--- src/sv/sjfd_pkg.sv ---
package sjfd_pkg;

    localparam int SJFD_SLOTS = 16;

    localparam int ID_W    = 8;
    localparam int BURST_W = 16;
    localparam int STAT_W  = 2;

    localparam logic REQ_INSERT   = 1'b0;
    localparam logic REQ_SCHEDULE = 1'b1;

    localparam logic [STAT_W-1:0] STAT_INSERTED = 2'd0;
    localparam logic [STAT_W-1:0] STAT_GRANTED  = 2'd1;
    localparam logic [STAT_W-1:0] STAT_FULL     = 2'd2;
    localparam logic [STAT_W-1:0] STAT_EMPTY    = 2'd3;

    // first field in the highest bits
    typedef struct packed {
        logic [BURST_W-1:0] later;
        logic [BURST_W-1:0] pred;
        logic [BURST_W-1:0] burst;
        logic [ID_W-1:0]    id;
    } entry_t;

    localparam int ENTRY_W = $bits(entry_t);

    typedef struct packed {
        logic   found;
        entry_t ent;
    } token_t;

    typedef struct packed {
        logic valid;
        logic write_en;
        logic shift_en;
    } cell_ctl_t;

    typedef enum logic [1:0] {
        ST_IDLE,
        ST_SCAN,
        ST_DONE
    } state_t;

endpackage

--- src/sv/sjfd_cell.sv ---
module sjfd_cell #(
    parameter int IDX_W = 4
) (
    input  logic               clk,
    input  logic               rst_n,
    input  sjfd_pkg::cell_ctl_t ctl,
    input  logic [IDX_W-1:0]   cell_index,
    input  sjfd_pkg::entry_t   new_entry,
    input  sjfd_pkg::entry_t   right_entry,
    output sjfd_pkg::entry_t   entry,
    input  sjfd_pkg::token_t   tok_in,
    input  logic [IDX_W-1:0]   tok_idx_in,
    output sjfd_pkg::token_t   tok_out,
    output logic [IDX_W-1:0]   tok_idx_out
);
    import sjfd_pkg::*;

    entry_t           entry_reg;
    entry_t           entry_next;
    token_t           tok_reg;
    token_t           tok_next;
    logic [IDX_W-1:0] tok_idx_reg;
    logic [IDX_W-1:0] tok_idx_next;
    logic             take_own;

    always_comb
    begin
        entry_next = entry_reg;
        if (ctl.write_en)
        begin
            entry_next = new_entry;
        end
        else if (ctl.shift_en)
        begin
            entry_next = right_entry;
        end
    end

    // strict less keeps the earliest entry on a tie
    assign take_own = ctl.valid && (!tok_in.found || (entry_reg.pred < tok_in.ent.pred));

    always_comb
    begin
        if (take_own)
        begin
            tok_next.found = 1'b1;
            tok_next.ent   = entry_reg;
            tok_idx_next   = cell_index;
        end
        else
        begin
            tok_next     = tok_in;
            tok_idx_next = tok_idx_in;
        end
    end

    always_ff @(posedge clk)
    begin
        entry_reg   <= entry_next;
        tok_idx_reg <= tok_idx_next;
    end

    always_ff @(posedge clk or negedge rst_n)
    begin
        if (!rst_n)
        begin
            tok_reg <= '0;
        end
        else
        begin
            tok_reg <= tok_next;
        end
    end

    assign entry       = entry_reg;
    assign tok_out     = tok_reg;
    assign tok_idx_out = tok_idx_reg;

endmodule

--- src/sv/shortest_job_first_dispatcher_unit.sv ---
// Shortest-job-first dispatcher. Requests arrive on s_* (tuser 0 inserts the entry in tdata,
// tuser 1 schedules one entry) and every request gives exactly one response on m_*, with the
// status in m_tuser. Entries sit in a row of SLOTS cells in insertion order. In a schedule, a
// comparison token walks the cell row one cell per cycle to find the smallest prediction
// (earliest wins a tie), then the chosen entry is removed and the cells behind it all move up
// by one at the same clock edge. Schedule on an empty table skips the scan. One request is in
// work at a time; a response waiting in the output register does not stop the next request
// from being accepted.
module shortest_job_first_dispatcher_unit #(
    parameter int SLOTS = sjfd_pkg::SJFD_SLOTS
) (
    input  logic        clk,
    input  logic        rst_n,
    input  logic        s_tvalid,
    output logic        s_tready,
    input  logic [55:0] s_tdata,   // process_id, burst_length, predicted_length, later_prediction
    input  logic        s_tuser,   // req_type
    output logic        m_tvalid,
    input  logic        m_tready,
    output logic [63:0] m_tdata,   // granted_id, dispatched_burst, was_split, remainder_burst,
                                   // remainder_prediction, zero fill
    output logic [1:0]  m_tuser    // status
);
    import sjfd_pkg::*;

    localparam int IDX_W = $clog2(SLOTS);
    localparam int CNT_W = $clog2(SLOTS + 1);

    state_t             state_reg;
    state_t             state_next;
    logic [CNT_W-1:0]   count_reg;
    logic [CNT_W-1:0]   count_next;
    logic [IDX_W-1:0]   scan_reg;
    logic [IDX_W-1:0]   scan_next;
    logic               req_type_reg;
    entry_t             req_entry_reg;
    logic               m_tvalid_reg;
    logic               m_tvalid_next;
    logic [63:0]        m_tdata_reg;
    logic [63:0]        m_tdata_next;
    logic [1:0]         m_tuser_reg;
    logic [1:0]         m_tuser_next;

    logic               accept;
    logic               out_free;
    logic               finish;
    logic               do_insert;
    logic               do_remove;
    logic               split;
    entry_t             pick;
    logic [IDX_W-1:0]   best_idx;

    cell_ctl_t          ctl      [SLOTS];
    entry_t             entries  [SLOTS];
    token_t             toks     [SLOTS+1];
    logic [IDX_W-1:0]   tok_idxs [SLOTS+1];

    assign s_tready = (state_reg == ST_IDLE);
    assign accept   = s_tvalid && s_tready;
    assign out_free = !m_tvalid_reg || m_tready;
    assign finish   = (state_reg == ST_DONE) && out_free;

    assign toks[0]     = '0;
    assign tok_idxs[0] = '0;

    assign pick     = toks[SLOTS].ent;
    assign best_idx = tok_idxs[SLOTS];
    assign split    = pick.burst > pick.pred;

    assign do_insert = finish && (req_type_reg == REQ_INSERT) && (count_reg != CNT_W'(SLOTS));
    assign do_remove = finish && (req_type_reg == REQ_SCHEDULE) && (count_reg != '0);

    genvar k;
    generate
        for (k = 0; k < SLOTS; k++)
        begin : g_cell
            assign ctl[k].valid    = CNT_W'(k) < count_reg;
            assign ctl[k].write_en = do_insert && (count_reg == CNT_W'(k));
            assign ctl[k].shift_en = do_remove && (IDX_W'(k) >= best_idx);

            sjfd_cell #(
                .IDX_W (IDX_W)
            ) u_cell (
                .clk         (clk),
                .rst_n       (rst_n),
                .ctl         (ctl[k]),
                .cell_index  (IDX_W'(k)),
                .new_entry   (req_entry_reg),
                .right_entry (entries[(k + 1 < SLOTS) ? k + 1 : k]),
                .entry       (entries[k]),
                .tok_in      (toks[k]),
                .tok_idx_in  (tok_idxs[k]),
                .tok_out     (toks[k+1]),
                .tok_idx_out (tok_idxs[k+1])
            );
        end
    endgenerate

    always_comb
    begin
        state_next    = state_reg;
        scan_next     = scan_reg;
        count_next    = count_reg;
        m_tvalid_next = m_tvalid_reg && !m_tready;
        m_tdata_next  = m_tdata_reg;
        m_tuser_next  = m_tuser_reg;

        unique case (state_reg)
            ST_IDLE:
            begin
                if (accept)
                begin
                    scan_next = '0;
                    if ((s_tuser == REQ_SCHEDULE) && (count_reg != '0))
                    begin
                        state_next = ST_SCAN;
                    end
                    else
                    begin
                        state_next = ST_DONE;
                    end
                end
            end
            ST_SCAN:
            begin
                scan_next = scan_reg + 1'b1;
                if (scan_reg == IDX_W'(SLOTS - 1))
                begin
                    state_next = ST_DONE;
                end
            end
            ST_DONE:
            begin
                if (out_free)
                begin
                    state_next    = ST_IDLE;
                    m_tvalid_next = 1'b1;
                    m_tdata_next  = '0;
                    if (req_type_reg == REQ_INSERT)
                    begin
                        if (do_insert)
                        begin
                            m_tuser_next = STAT_INSERTED;
                            count_next   = count_reg + 1'b1;
                        end
                        else
                        begin
                            m_tuser_next = STAT_FULL;
                        end
                    end
                    else if (do_remove)
                    begin
                        m_tuser_next = STAT_GRANTED;
                        count_next   = count_reg - 1'b1;
                        if (split)
                        begin
                            m_tdata_next = {7'd0, pick.later, pick.burst - pick.pred,
                                            1'b1, pick.pred, pick.id};
                        end
                        else
                        begin
                            m_tdata_next = {7'd0, 16'd0, 16'd0, 1'b0, pick.burst, pick.id};
                        end
                    end
                    else
                    begin
                        m_tuser_next = STAT_EMPTY;
                    end
                end
            end
            default:
            begin
                state_next = ST_IDLE;
            end
        endcase
    end

    always_ff @(posedge clk or negedge rst_n)
    begin
        if (!rst_n)
        begin
            state_reg    <= ST_IDLE;
            count_reg    <= '0;
            scan_reg     <= '0;
            m_tvalid_reg <= 1'b0;
        end
        else
        begin
            state_reg    <= state_next;
            count_reg    <= count_next;
            scan_reg     <= scan_next;
            m_tvalid_reg <= m_tvalid_next;
        end
    end

    always_ff @(posedge clk)
    begin
        if (accept)
        begin
            req_type_reg  <= s_tuser;
            req_entry_reg <= entry_t'(s_tdata);
        end
        m_tdata_reg <= m_tdata_next;
        m_tuser_reg <= m_tuser_next;
    end

    assign m_tvalid = m_tvalid_reg;
    assign m_tdata  = m_tdata_reg;
    assign m_tuser  = m_tuser_reg;

endmodule

--- config.mk ---
export PLATFORM = sky130hd
export DESIGN_NAME = shortest_job_first_dispatcher_unit
export DESIGN_NICKNAME = d
export VERILOG_FILES = /design/src/sv/sjfd_pkg.sv /design/src/sv/sjfd_cell.sv /design/src/sv/shortest_job_first_dispatcher_unit.sv
export SDC_FILE = /design/constraint.sdc
export NUM_CORES = 2
export LEC_CHECK = 0
export CAP_MARGIN = 10
export CORE_UTILIZATION = 64
export CTS_CLUSTER_DIAMETER = 80
export DETAILED_ROUTE_END_ITERATION = 8
export DONT_BUFFER_PORTS = 1
export GPL_ROUTABILITY_DRIVEN = 0
export GPL_TIMING_DRIVEN = 0
export PLACE_DENSITY = 0.78
export SLEW_MARGIN = 20
export SYNTH_ARGS = -nofsm -noshare
export SYNTH_HDL_FRONTEND = slang
export SYNTH_SLANG_ARGS = --single-unit
export TNS_END_PERCENT = 30
--- constraint.sdc ---
create_clock -name clk -period 8.6 [get_ports clk]
set_input_delay 0.86 -clock clk [delete_from_list [all_inputs] [get_ports clk]]
set_output_delay 0.86 -clock clk [all_outputs]
set_load 0.02 [all_outputs]
* Word-level counts from Yosys, hierarchy flattened
Cells that the tools add are included.
** Operators by class
- Multiplexer cells :: 63
- Order comparisons :: 47
- Reductions and logical operators :: 113
- Bitwise operators :: 1
- $add $sub $neg :: 4
- Equality and inequality tests :: 23
** Operators by type and width (count)
- $mux 56 :: 31
- $mux 57 :: 15
- $lt 16x16->1 :: 15
- $logic_and 1x1->1 :: 54
- $eq 5x4->1 const B :: 8
- $lt 4x5->1 const A :: 8
- $reduce_bool 2->1 :: 17
- $ge 4x4->1 const A :: 7
- $mux 25 :: 1
- $eq 5x3->1 const B :: 4
- $lt 3x5->1 const A :: 4
- $logic_not 1->1 :: 17
- $ge 3x4->1 const A :: 4
- $gt 16x16->1 :: 1
- $logic_or 1x1->1 :: 16
- $sub 16x16->16 :: 1
- $mux 5 :: 3
- $mux 2 :: 7
- $eq 5x2->1 const B :: 2
- $lt 1x5->1 const A :: 2
- $lt 2x5->1 const A :: 2
- $ge 1x4->1 const A :: 2
- $ge 2x4->1 const A :: 2
- $pmux 4 s2 :: 1
- 20 further kinds :: 27
** Word-level totals
- Flip-flop bits (word level) :: 1991
- Output and inout bits :: 68

* Logic depth before layout (Yosys ltp)
- Depth in word-level cells :: 8
- Depth in mapped cells :: 11
- Gate-level depth less buffers :: 9

* Hierarchy
Synthesis repeated with hierarchy kept, for this count alone.
** Second synthesis, totals
- Cell total of the unflattened synthesis :: 5357
- Area, all modules :: 89647.2 µm²
** Modules (own cells, without submodules)
- sjfd_cell at g_cell[0].u_cell ... :: cells each 303, instances 9, area an instance 5231.3 µm², sequential area each 3188.1 µm²
- sjfd_cell at g_cell[3].u_cell ... :: cells each 304, instances 7, area an instance 5217.5 µm², sequential area each 3188.1 µm²
- shortest_job_first_dispatcher_unit :: cells each 502, instances 1, area an instance 6043.3 µm², sequential area each 3783.6 µm²

* Worst setup path before layout
Ideal clock, no wire load.
- Kind :: input -> register
- From :: in m_tready
- To :: reg g_cell[1].u_cell.entry_reg, in the netlist g_cell[1].u_cell.entry[0] (enable)
- Path buffers :: 0
- Path slack :: 951 ps
- Setup time :: 547 ps
- Arrival :: 7102 ps
- Data required time :: 8053 ps
- Stages :: 6
- Cell sequence :: nand2b_1 -> nand3_2 -> inv_1 -> nand3_1 -> or3_1 -> o21ai_0
** Between the ends
- Longest elaborated chain between the ends :: 6
** Ends and longest elaborated chain
- from (decl) :: RTL line shortest_job_first_dispatcher_unit.sv:19 : input logic m_tready,
- $logic_or 1x1->1 * :: RTL line shortest_job_first_dispatcher_unit.sv:60 : assign out_free = !m_tvalid_reg || m_tready;
- $logic_and 1x1->1 * :: RTL line shortest_job_first_dispatcher_unit.sv:61 : assign finish = (state_reg == ST_DONE) && out_free;
- via finish :: RTL line shortest_job_first_dispatcher_unit.sv:46 : logic finish;
- $logic_and 1x1->1 (on tied branches) (2 in series) :: RTL line shortest_job_first_dispatcher_unit.sv:71, shortest_job_first_dispatcher_unit.sv:70
- $logic_and 1x1->1 (on tied branches) :: RTL line shortest_job_first_dispatcher_unit.sv:79, shortest_job_first_dispatcher_unit.sv:78
- $reduce_bool 2->1 (no source line) *
- to (signal assigned) :: RTL line sjfd_cell.sv:59 : entry_reg <= entry_next;
- to (decl) :: RTL line sjfd_cell.sv:18 : entry_t entry_reg;
The timed path passes the listed nets; every way through them passes the cells marked *.
A chain may end at the register's enable or synchronous reset.

* Worst setup path after layout
- From :: reg count_reg[1]
- To :: reg g_cell[12].u_cell.entry_reg, in the netlist g_cell[12].u_cell.entry[19] (enable)
** Between the ends
- Longest elaborated chain between the ends :: 4
** Ends and longest elaborated chain
- from (decl) :: RTL line shortest_job_first_dispatcher_unit.sv:31 : logic [CNT_W-1:0] count_reg;
- from (signal assigned) :: RTL line shortest_job_first_dispatcher_unit.sv:190 : count_reg <= count_next;
- $ne 5x5->1 or $reduce_bool 5->1 (tied branches) :: RTL line shortest_job_first_dispatcher_unit.sv:70, shortest_job_first_dispatcher_unit.sv:71
- $logic_and 1x1->1 (on tied branches) :: RTL line shortest_job_first_dispatcher_unit.sv:70, shortest_job_first_dispatcher_unit.sv:71
- $logic_and 1x1->1 (on tied branches) :: RTL line shortest_job_first_dispatcher_unit.sv:78, shortest_job_first_dispatcher_unit.sv:79
- $reduce_bool 2->1 (no source line) *
- to (signal assigned) :: RTL line sjfd_cell.sv:59
- to (decl) :: RTL line sjfd_cell.sv:18
Mark *: on every way between the ends. The rest lies on a longest branch, timed or not.

==> flow_summary.json <==
{
  "mostFrequentLayoutCell": "mux2_2",
  "grt_usage_pct": 30.6,
  "tritoncts": "yes",
  "row_count": 132,
  "largest_register_ffs": 911,
  "fin_crit_ns": 4.89,
  "path_common_cell": "clkbuf_1",
  "synthesis.area_mm2": 0.0836,
  "path_cells": "buf_6 -> inv_1 -> ha_1 -> nand2_1 -> and3_1 -> clkbuf_1 -> clkbuf_1 -> buf_1 -> o21ai_0 -> nand2_4 -> buf_12",
  "overflow": 0,
  "place_ws_ns": 3.56,
  "worstRegToRegCells": 11,
  "critPathKind": "flop to flop",
  "fin_worst_skew_ns": 0.0335,
  "leakage_nw": 36.7,
  "power.share.clock_pct": 26.0,
  "critPathSlowestCell": "buf_1",
  "top_usage_layer": "met2",
  "cts_root_buffer": "clkbuf_16",
  "power.total_mw": 32.4,
  "drc": 0,
  "end_kind": "flop",
  "nets": 5768,
  "cp-start-kind": "flop",
  "routed_wl_mm": 198,
  "use_met3_pct": 5.85,
  "rsz0062_at_grt": "no",
  "syn_inst": 5221,
  "die_h_um": 363,
  "placed_cell_area_mm2": 0.0867,
  "area_growth_pct": 11.5,
  "final_max_slew_viol_count": 0,
  "setup_violations": 0,
  "max_freq_mhz": 204,
  "cts_buffers": 194,
  "viasPerCell": 6.09,
  "grt_max_degree": 924,
  "final_util_pct": 72.0,
  "ys_ff_latch": 1984,
  "firstDrtPassIters": 6,
  "die_x_um": 363,
  "arrival_ns": 5.38,
  "wl_per_cell_um": 26.8,
  "drive_gt1_share_pct": 39.1,
  "clk_latency_ns": 0.82,
  "grtUsageMet1_pct": 42.0,
  "synth_warnings": 0,
  "hold_viol_final": 0,
  "setup-tns-final_ns": 0,
  "ys.flop_type": "edfxtp_1",
  "post-route-period-util_pct": 56.9,
  "antenna_found_initial": 14,
  "layout_common_cells": "mux2_2 (1607), edfxtp_1 (1012), dfrtp_1 (923)",
  "switching_share_pct": 31.5,
  "antenna_left": 0,
  "fin_area_mm2": 0.0932,
  "cts.sinks": 1984,
  "dieArea_mm2": 0.132,
  "critical_path.top_delay_family": "buffers and inverters",
  "clk_path_buf_depth": 3,
  "use_met2_pct": 49.2,
  "required_ns": 9.09,
  "grt_pass1_vias": 47200,
  "p_int_mw": 22.2,
  "h-tree-depth": 4,
  "critPathBufInv": 6,
  "synth_cell_types": 77,
  "synth_edf_count": 1012,
  "ios": 129,
  "pwr-share-comb_pct": 31.6,
  "hold_class": "primary input to async pin",
  "maxCapViolations": 0,
  "cp-startpoint": "count_reg[1]$_DFFE_PN0P_",
  "post-cts-setup-buffers": 0,
  "num_vias": 44900,
  "slew_headroom_pct": 18.3,
  "drt_iter0_drc": 4197,
  "path_depth": 11,
  "worstPathMaxFanout": 31,
  "async_flop_share_pct": 46.5,
  "setup_ws_ns": 3.71,
  "r2r-start": "count_reg[1]$_DFFE_PN0P_",
  "syn_avg_cell_area_um2": 16.0,
  "post_cts_resized": 0,
  "p_sw_mw": 10.2,
  "coreArea_mm2": 0.129,
  "seq_power_share_pct": 42.4,
  "start_util_pct": 64.6,
  "dp_hpwl_mm": 135,
  "seq_area_frac_synth_pct": 65.2,
  "grt_first_pass_wirelength_mm": 297,
  "place.port_buffers": 0,
  "power.density_mw_per_mm2": 348,
  "slowest_delay_ns": 0.66,
  "peakVddDrop_uv": 217,
  "cts.clk_slew.worst_paths_ns": 0.06,
  "tightest_slew_ns": 1.22,
  "status": "completed"
}
==> cell type report <==
class	count	area, um2
plain buffers	273	1350
repair buffers	36	878
flip-flops and latches	1984	54500
clock inverters	65	589
clock buffers	301	5720
inverters	257	970
fillers	8145	36300
diodes	5	12.5
well taps	1742	2180
multi-input cells	2713	27000
==> through the flow <==
step,instances,hold WS [ns]
finish,7376,0.00857
global route,7374,0.0620
CTS,7365,-0.267
detailed placement,6999,0.399
global placement,6969,0.391
floorplan,5227,0.386
==> Yosys cell counts (all sizes together), types with 7 or more instances <==
master / instances / area [um2]
or3: 20 / 125
a31oi: 13 / 111
edfxtp: 1012 / 30400
nor3: 20 / 111
a211oi: 21 / 158
xor2: 7 / 61.3
nand4: 23 / 144
a21oi: 89 / 449
nand2: 90 / 338
and3: 19 / 119
nand3: 46 / 235
o31ai: 10 / 75.1
a21o: 30 / 226
o21a: 10 / 75.1
nor2: 79 / 299
buf: 165 / 938
a2111oi: 10 / 114
dfxtp: 49 / 981
and2: 86 / 538
ha: 247 / 3090
nand2b: 43 / 269
inv: 257 / 967
xnor2: 9 / 78.8
clkbuf: 108 / 405
dfrtp: 923 / 23100
a211o: 12 / 105
or2: 10 / 65.1
mux2: 1680 / 19100
o21ai: 64 / 320
and4: 10 / 87.6
nor2b: 9 / 56.3
==> routing by layer <==
layer	routed length (um)	part of all wire, %
met5	11	0.0056
met4	6180	3.1
met3	13700	6.9
met2	95600	48
met1	82500	42
==> power groups by stage <==
stage               clock network, mW  registers [mW]  logic (mW)
floorplan                           0            13.4        7.19
global placement                    0            13.8        9.59
detailed placement                  0            13.9        9.99
CTS                              8.55            13.7        10.1
global route                     8.90            14.0        10.9
finish                           8.44            13.8        10.2
==> worst register-to-register path, delay by kind of cell (launching register included) <==
family / cells / cell delay [ns]
and+or+nand+nor: 3 / 1.29
adders and majority gates: 1 / 0.28
AOI/OAI and AO/OA: 1 / 0.35
DFF: 1 / 0.49
buffers and inverters: 6 / 2.09
==> kinds of logic after synthesis <==
family                   share of synthesized area, %
buffers and inverters                            2.76
XOR/XNOR                                        0.168
AND/OR/NAND/NOR                                  2.96
flip-flops                                       65.2
adder cells (fa/ha/maj)                          3.72
multiplexers                                     22.9
other                                         0.00449
AO/OA/AOI/OAI                                    2.32
==> worst paths after layout <==
check                                                         endpoint  slack, ns
max in group asynchronous       g_cell[0].u_cell.tok_out[11]$_DFF_PN0_       5.39
min reg2reg                g_cell[15].u_cell.tok_idx_out[0]$_SDFF_PP1_       0.41
max                              g_cell[12].u_cell.entry[19]$_DFFE_PP_       3.71
max reg2reg                      g_cell[12].u_cell.entry[19]$_DFFE_PP_       3.71
min in group clk                           req_entry_reg[25]$_DFFE_PP_       0.13
min                            g_cell[15].u_cell.tok_out[25]$_DFF_PN0_      0.009
No activity file was read; power rests on OpenSTA's default activity.
